===== src/btod_pkg.sv =====
`default_nettype none

package btod_pkg;

    typedef enum logic [1:0] {
        MODE_TICK  = 2'd0,
        MODE_RESET = 2'd1,
        MODE_SET   = 2'd2,
        MODE_STOP  = 2'd3
    } mode_t;

    localparam logic [3:0] MAX_UNITS       = 4'd9;
    localparam logic [3:0] MAX_MINSEC_TENS = 4'd5;
    localparam logic [3:0] MAX_HOUR_TENS   = 4'd2;
    localparam logic [3:0] MAX_HOUR_UNITS_AT_TOP = 4'd3;

    typedef struct packed {
        mode_t      mode;
        logic [3:0] set_hour_tens;
        logic [3:0] set_hour_units;
        logic [3:0] set_minute_tens;
        logic [3:0] set_minute_units;
        logic [3:0] set_second_tens;
        logic [3:0] set_second_units;
    } in_item_t;

    typedef struct packed {
        logic [1:0] hour_tens;
        logic [3:0] hour_units;
        logic [2:0] minute_tens;
        logic [3:0] minute_units;
        logic [2:0] second_tens;
        logic [3:0] second_units;
    } out_item_t;

endpackage

`default_nettype wire


===== src/bcd_time_of_day_clock.sv =====
// 24-hour hh:mm:ss clock kept as six BCD digits plus a run flag. Each item is a
// command: tick, reset-and-run, set-and-run or stop. Reset, set and a tick while
// running each return one item with the digits now held; stop and a tick while
// stopped return nothing. A set pair that is out of range (hours above 23,
// minutes or seconds above 59, or a digit above 9) loads as 00. The block takes
// one item per cycle unless a result must wait on a stalled output register: a
// command is held in the input register, where the digit compare and carry logic
// updates the time, and its result is then held in the output register. After
// reset the time is 00:00:00 and the clock is stopped.
`default_nettype none

module bcd_time_of_day_clock (
    input  wire                clk,
    input  wire                rst_n,
    input  wire                in_valid,
    output logic               in_ready,
    input  wire btod_pkg::in_item_t in_item,
    output logic               out_valid,
    input  wire                out_ready,
    output btod_pkg::out_item_t out_item
);

    logic                s1_valid_reg;
    btod_pkg::in_item_t  s1_item_reg;
    logic                out_valid_reg;
    btod_pkg::out_item_t out_item_reg;
    btod_pkg::out_item_t time_reg;
    btod_pkg::out_item_t time_next;
    logic                running_reg;
    logic                running_next;
    logic                emit;
    logic                s1_fire;
    logic                out_free;
    logic                hour_ok;
    logic                minute_ok;
    logic                second_ok;
    logic                sec_wrap;
    logic                sec_tens_wrap;
    logic                min_wrap;
    logic                min_tens_wrap;

    // set range checks
    always_comb
    begin
        hour_ok = (s1_item_reg.set_hour_units <= btod_pkg::MAX_UNITS)
               && ((s1_item_reg.set_hour_tens < btod_pkg::MAX_HOUR_TENS)
               || ((s1_item_reg.set_hour_tens == btod_pkg::MAX_HOUR_TENS)
               && (s1_item_reg.set_hour_units <= btod_pkg::MAX_HOUR_UNITS_AT_TOP)));
        minute_ok = (s1_item_reg.set_minute_tens <= btod_pkg::MAX_MINSEC_TENS)
                 && (s1_item_reg.set_minute_units <= btod_pkg::MAX_UNITS);
        second_ok = (s1_item_reg.set_second_tens <= btod_pkg::MAX_MINSEC_TENS)
                 && (s1_item_reg.set_second_units <= btod_pkg::MAX_UNITS);
    end

    // carry chain for one second
    always_comb
    begin
        sec_wrap      = (time_reg.second_units == btod_pkg::MAX_UNITS);
        sec_tens_wrap = sec_wrap && (time_reg.second_tens == btod_pkg::MAX_MINSEC_TENS[2:0]);
        min_wrap      = sec_tens_wrap && (time_reg.minute_units == btod_pkg::MAX_UNITS);
        min_tens_wrap = min_wrap && (time_reg.minute_tens == btod_pkg::MAX_MINSEC_TENS[2:0]);
    end

    always_comb
    begin
        time_next    = time_reg;
        running_next = running_reg;
        emit         = 1'b0;
        case (s1_item_reg.mode)
            btod_pkg::MODE_RESET:
            begin
                time_next    = '0;
                running_next = 1'b1;
                emit         = 1'b1;
            end
            btod_pkg::MODE_SET:
            begin
                time_next = '0;
                if (hour_ok)
                begin
                    time_next.hour_tens  = s1_item_reg.set_hour_tens[1:0];
                    time_next.hour_units = s1_item_reg.set_hour_units;
                end
                if (minute_ok)
                begin
                    time_next.minute_tens  = s1_item_reg.set_minute_tens[2:0];
                    time_next.minute_units = s1_item_reg.set_minute_units;
                end
                if (second_ok)
                begin
                    time_next.second_tens  = s1_item_reg.set_second_tens[2:0];
                    time_next.second_units = s1_item_reg.set_second_units;
                end
                running_next = 1'b1;
                emit         = 1'b1;
            end
            btod_pkg::MODE_STOP:
            begin
                running_next = 1'b0;
            end
            default:
            begin
                if (running_reg)
                begin
                    emit = 1'b1;
                    time_next.second_units = sec_wrap ? 4'd0 : time_reg.second_units + 4'd1;
                    if (sec_wrap)
                        time_next.second_tens = sec_tens_wrap ? 3'd0
                                              : time_reg.second_tens + 3'd1;
                    if (sec_tens_wrap)
                        time_next.minute_units = min_wrap ? 4'd0
                                               : time_reg.minute_units + 4'd1;
                    if (min_wrap)
                        time_next.minute_tens = min_tens_wrap ? 3'd0
                                              : time_reg.minute_tens + 3'd1;
                    if (min_tens_wrap)
                    begin
                        if ((time_reg.hour_tens == btod_pkg::MAX_HOUR_TENS[1:0])
                            && (time_reg.hour_units == btod_pkg::MAX_HOUR_UNITS_AT_TOP))
                        begin
                            time_next.hour_tens  = 2'd0;
                            time_next.hour_units = 4'd0;
                        end
                        else if (time_reg.hour_units == btod_pkg::MAX_UNITS)
                        begin
                            time_next.hour_tens  = time_reg.hour_tens + 2'd1;
                            time_next.hour_units = 4'd0;
                        end
                        else
                        begin
                            time_next.hour_units = time_reg.hour_units + 4'd1;
                        end
                    end
                end
            end
        endcase
    end

    // an item with no result never waits on the output side
    assign out_free = !out_valid_reg || out_ready;
    assign s1_fire  = s1_valid_reg && (out_free || !emit);
    assign in_ready = !s1_valid_reg || s1_fire;

    always_ff @(posedge clk or negedge rst_n)
    begin
        if (!rst_n)
        begin
            s1_valid_reg  <= 1'b0;
            out_valid_reg <= 1'b0;
            running_reg   <= 1'b0;
            time_reg      <= '0;
        end
        else
        begin
            if (in_ready)
                s1_valid_reg <= in_valid;
            if (s1_fire)
            begin
                time_reg    <= time_next;
                running_reg <= running_next;
            end
            if (s1_fire && emit)
                out_valid_reg <= 1'b1;
            else if (out_ready)
                out_valid_reg <= 1'b0;
        end
    end

    always_ff @(posedge clk)
    begin
        if (in_ready && in_valid)
            s1_item_reg <= in_item;
        if (s1_fire && emit)
            out_item_reg <= time_next;
    end

    assign out_valid = out_valid_reg;
    assign out_item  = out_item_reg;

endmodule

`default_nettype wire


===== config.mk =====
export PLATFORM = sky130hd
export DESIGN_NAME = bcd_time_of_day_clock
export DESIGN_NICKNAME = d
export VERILOG_FILES = /design/src/btod_pkg.sv /design/src/bcd_time_of_day_clock.sv
export SDC_FILE = /design/constraint.sdc
export NUM_CORES = 1
export LEC_CHECK = 0
export BUFFER_PORTS_ARGS = -buffer_cell sky130_fd_sc_hd__clkbuf_2
export CORE_ASPECT_RATIO = 1.75
export CORE_MARGIN = 10
export CORE_UTILIZATION = 52
export CTS_BUF_LIST = sky130_fd_sc_hd__clkbuf_16
export DETAILED_ROUTE_END_ITERATION = 12
export HOLD_SLACK_MARGIN = 0.08
export PLACE_DENSITY = 0.76
export RECOVER_POWER = 100
export SYNTH_ARGS = -nofsm -noshare
export SYNTH_HDL_FRONTEND = slang
export SYNTH_SLANG_ARGS = --single-unit

===== constraint.sdc =====
create_clock -name clk -period 2.95 [get_ports clk]
set_clock_uncertainty 0.05 [all_clocks]
set_input_delay 0 -clock clk [delete_from_list [all_inputs] [get_ports clk]]
set_output_delay 0 -clock clk [all_outputs]
set_load 0.02 [all_outputs]

Word-level counts from Yosys, hierarchy flattened
Index checks and enable logic that the tools add are counted.
Widths: inputs -> output; s select.

storage, ports and cells
  register bits = 69
  bits in latches = 0
  RAM bits = 0
  bits in read-only memories = 0
  input port bits = 30
  output and inout bits = 22
  word-level logic and storage cells = 89
  memories = 0

operators by class
  add/subtract/negate cells = 6
  multipliers = 0
  divide/modulo/power cells = 0
  order comparisons = 7
  eq/ne operators = 11
  shift-type cells = 0
  muxes and demuxes = 21
  bitwise gates (word level) = 0
  reduce and logical (&&, ||, !) cells = 22

operator list
  operator             count
  $pmux 20 s3          1
  $mux 20              1
  $mux 6               3
  $mux 4               4
  $mux 7               2
  $add 4x1->4 const B  3
  $eq 4x4->1 const B   3
  $le 4x4->1 const B   3
  $mux 3               4
  $logic_and 1x1->1    11
  $eq 4x2->1 const B   2
  $le 4x3->1 const B   2
  $add 3x1->3 const B  2
  $eq 2x2->1 const B   3
  $eq 3x3->1 const B   2
  $le 4x2->1 const B   1
  $logic_or 1x1->1     4
  $lt 4x2->1 const B   1
  $pmux 1 s2           2
  $reduce_bool 2->1    2
  $logic_not 1->1      3
  $mux 1               3
  $add 2x1->2 const B  1
  $eq 2x1->1 const B   1
  other kinds (3)      3

Depth between registers and ports, before layout
  depth in word-level cells = 8
  depth in mapped cells = 9
  gate-level depth less buffers = 7

Least setup slack after synthesis
OpenSTA, ideal clock, no wires.

  path type = register to register
  from = register s1_item_reg[24] (netlist name)
  to = register out_item_reg (netlist bit out_item[0]), enable pin
  library setup time = 0.397 ns
  data arrival time = 2.384 ns
  data required time = 2.503 ns
  path slack = 0.120 ns
  cell stages (with the launch flop) = 8
  period minus slack after synthesis = 2.830 ns
  cells stage by stage = edfxtp_1 > inv_1 > ha_1 > buf_2 > mux2i_1 > o21ai_1 > buf_2 > nor2_1

between the ends
  longest elaborated chain between the ends = 7

RTL lines
  element                                   RTL line                      RTL
  from (decl)                               bcd_time_of_day_clock.sv:24   btod_pkg::in_item_t s1_item_reg;
  from (signal assigned)                    bcd_time_of_day_clock.sv:172  s1_item_reg <= in_item;
  $eq 2x2->1 or $eq 2x1->1 (tied branches)  bcd_time_of_day_clock.sv:69   case (s1_item_reg.mode)
  $reduce_or 2->1 (no source line)          --
  $pmux 1 s2 (*)                            bcd_time_of_day_clock.sv:69
  $logic_not 1->1                           bcd_time_of_day_clock.sv:141  assign s1_fire = s1_valid_reg && (out_free || !emit);
  $logic_or 1x1->1                          bcd_time_of_day_clock.sv:141
  $logic_and 1x1->1                         bcd_time_of_day_clock.sv:141
  $logic_and 1x1->1 (*)                     bcd_time_of_day_clock.sv:173  if (s1_fire && emit)
  to (signal assigned)                      bcd_time_of_day_clock.sv:174  out_item_reg <= time_next;
  to (decl)                                 bcd_time_of_day_clock.sv:26   btod_pkg::out_item_t out_item_reg;

Every way passes the cells marked *; elsewhere a longest branch is shown, timed or not.
A chain may end at the register's enable or synchronous reset.

==> impl_metrics.py <==
metrics = {
    "synth": {
        "synth_top_area_cell": "edfxtp_1",
        "syn_area_per_cell_um2": 11.6,
        "synth_cells": 323,
        "synthesis.yosys.warnings": 0,
        "yosysSeqAreaShare_pct": 52.4,
        "synthFlopType": "edfxtp_1",
        "async_reset_ff_share_pct": 33.3,
        "synth_edf_count": 46,
        "synth_area_um2": 3740,
        "ys_ff_latch": 69,
        "synth_area_leaders": "edfxtp_1, dfrtp_1, ha_1, a221oi_1, a21oi_1",
        "yosys.area.top_type_share_pct": 37.0,
        "syn_nets": 365,
        "synth_cell_types": 63,
    },
    "worst_setup_path": {
        "slowest_stage": "nor4_2",
        "reg2reg_depth": 6,
        "crit_chain": "ha_1 -> nand4b_1 -> nor4_2 -> and2_0 -> mux2i_1 -> o21ba_2",
        "slowest_delay_ns": 0.77,
        "critPathBufInv": 0,
        "setup.worst_path.start": "time_reg[4]$_DFFE_PN0N_",
        "endpoint": "out_item[18]$_DFFE_PP_",
        "startpoint_type": "flop",
        "reg2reg_slack_ns": 0.17,
        "cp.depth": 6,
        "critical_path.endpoint_type": "flop",
        "critPathMaxFanout": 7,
        "cp.arrival_ns": 2.82,
        "cp_top_family": "simple AND/OR/NAND/NOR gates",
        "cp_data_required_time_ns": 2.99,
        "reg2reg_from": "time_reg[4]$_DFFE_PN0N_",
        "path_class": "flop to flop",
        "rr_endpoint": "out_item[18]$_DFFE_PP_",
    },
    "power_and_ir_drop": {
        "swShare_pct": 31.0,
        "powerDensity_nw_per_um2": 644,
        "cellLeakagePower_nw": 1.69,
        "seq_power_share_pct": 46.3,
        "p_clk_share_pct": 34.0,
        "power_frac_comb_pct": 19.6,
        "switchingPower_w": 0.000898,
        "total_power_w": 0.00290,
        "internal_power_w": 0.00200,
        "peakVddDrop_mv": 0.478,
    },
    "floorplanning": {
        "die_area_um2": 11100,
        "chipHeight_um": 132,
        "die_x_um": 84.1,
        "initial_core_util_pct": 53.7,
        "ios": 52,
        "coreArea_um2": 6960,
        "rows": 40,
    },
    "grt": {
        "grtUsageMet3_pct": 5.20,
        "antenna_found_initial": 0,
        "gr-max-usage-layer": "met2",
        "grt_usage_pct": 16.4,
        "grt_util_met1_pct": 16.9,
        "overflow": 0,
        "grt_pass1_wl_mm": 14.7,
        "grt_max_degree": 54,
        "grt_pass1_vias": 2832,
        "use_met2_pct": 29.0,
    },
    "clock_network": {
        "numCtsBuffers": 9,
        "h-tree-depth": 3,
        "root_buffer": "clkbuf_16",
        "clk_path_buf_depth": 2,
        "post_cts_resize_count": 0,
        "postCtsHoldBufs": 29,
        "cts.sinks": 69,
        "cts_setup_buffers": 0,
        "path_clk_slew_ns": 0.06,
        "clk_latency_ns": 0.34,
        "cts_tree": "done",
    },
    "layout": {
        "area_delta_synth_final_pct": 20.4,
        "largest_reg_flops": 26,
        "n_antenna_cell": 0,
        "nFillCells": 538,
        "final_nets": 442,
        "drive_above_1_share_pct": 15.3,
        "seqCellArea_um2": 1960,
        "multi_input_area_um2": 1560,
    },
    "sta": {
        "rsz0062_at_grt": "false",
        "fmax_mhz": 360,
        "setup_viol_count_final": 0,
        "finalCriticalPeriod_ns": 2.78,
        "slew_viol_final": 0,
        "tns_ns": 0,
        "worst_slew_pin_slew_ns": 1.47,
        "relSlewSlack_pct": 1.96,
        "finalHoldViolations": 0,
        "timing.final.crit_share_pct": 94.2,
    },
    "placement": {
        "place.gp.congestion": 0.908,
        "port-buffer-count": 51,
        "hpwl_mm": 6.11,
    },
    "drt": {
        "route.detailed.vias_per_inst": 5.92,
        "drt-initial-drc-count": 330,
        "wl_per_cell_um": 18.9,
        "ant_nets": 0,
        "drc": 0,
        "via_count": 2897,
        "first_pass_iters": 5,
        "wl_mm": 9.24,
    },
    "job": {
        "cap_violations": 0,
    },
    "hold_path": {
        "worstHoldPathType": "input port to flop",
        "worstHoldStart": "in_item[23]",
    },
    "run_status": {
        "status": "complete, no violations",
    },
}
Yosys cell counts, drive strengths merged, types with 6 or more instances:
library cell and number:
o21a 8, nor3 6, a21oi 22, dfrtp 23, nand2b 8, edfxtp 46
nand2 25, a221oi 13, o21ai 13, inv 15, nor2 12, clkbuf 8
a31oi 9, ha 12, buf 10
layout by cell type (no fill, tap or decap), drive strengths merged, types with 4 or more instances in the layout:
cell type and n:
ha 12, inv 15, nand2 25, o21a 8, nand2b 8, nand3 4
a21oi 22, o21ai 13, nor2 12, a22oi 4, a221o 4, dfrtp 23
a221oi 13, mux2 5, mux2i 4, clkinv 7, nor3 6, a22o 4
edfxtp 46, nand3b 5, clkbuf 62, and2 4, a31oi 9, dlygate4sd3 29
worst register-to-register path, cell delays in order (launching register included):
cell and delay (ns):
dfrtp_1 0.48, ha_1 0.31, nand4b_1 0.31, nor4_2 0.77
and2_0 0.31, mux2i_1 0.10, o21ba_2 0.21
routing by layer:
metal  share of wire [%]  vias up  wire (µm)
met5                   0        -          0
met4                 2.4        0        218
met3                 6.1       15        560
met2                  53       88       4910
met1                  38     1390       3550
li1                    -     1404          -
metrics by stage:
step / util, % / std cells / area [µm²] / hold slack, ns / setup slack, ns
5_1_grt: 64.6 / 489 / 4500 / 0.330 / 0.0619
6_report: 64.6 / 489 / 4500 / 0.316 / 0.171
4_1_cts: 66.0 / 489 / 4590 / 0.200 / 0.386
2_1_floorplan: - / 323 / 3740 / -0.346 / 0.120
3_5_place_dp: 57.8 / 444 / 4020 / 0.0124 / 0.408
3_3_place_gp: 57.8 / 444 / 4020 / 0.00922 / 0.460
cells by family after synthesis:
group,count (synthesis),share of synthesized area (%)
flip-flops,69,52.4
adder cells (fa/ha/maj),12,4.02
buffers and inverters,34,4.49
AND/OR/NAND/NOR,88,14.7
AO/OA/AOI/OAI,107,20.9
XOR/XNOR,4,0.938
multiplexers,9,2.58
power groups by stage:
stage                     Clock, W  Combinational, W  Sequential (W)
after floorplan                  0          0.000418         0.00134
after global placement           0          0.000554         0.00135
after detailed placement         0          0.000564         0.00136
after CTS                 0.000993          0.000597         0.00134
after global routing       0.00104          0.000634         0.00136
final                     0.000986          0.000569         0.00134
area by class of cell:
cell class,instances,area share (%)
Sequential cell,69,43.5
Multi-Input combinational cell,220,34.6
Timing Repair Buffer,84,12.0
Clock buffer,9,5.01
Tap cell,84,2.34
Inverter,16,1.34
Clock inverter,7,1.17
how the worst min path moves through the flow:
stage                                      to  slack, ns  cells after the start
floorplan               out_valid$_DFFE_PN0P_      -0.35                      0
global placement     s1_valid_reg$_DFFE_PN0N_      0.009                      1
detailed placement   s1_valid_reg$_DFFE_PN0N_       0.01                      1
CTS                  s1_valid_reg$_DFFE_PN0N_       0.20                      2
global route        s1_item_reg[13]$_DFFE_PP_       0.33                      2
finish              s1_item_reg[23]$_DFFE_PP_       0.32                      2
Power figures use the tool's default switching activity.
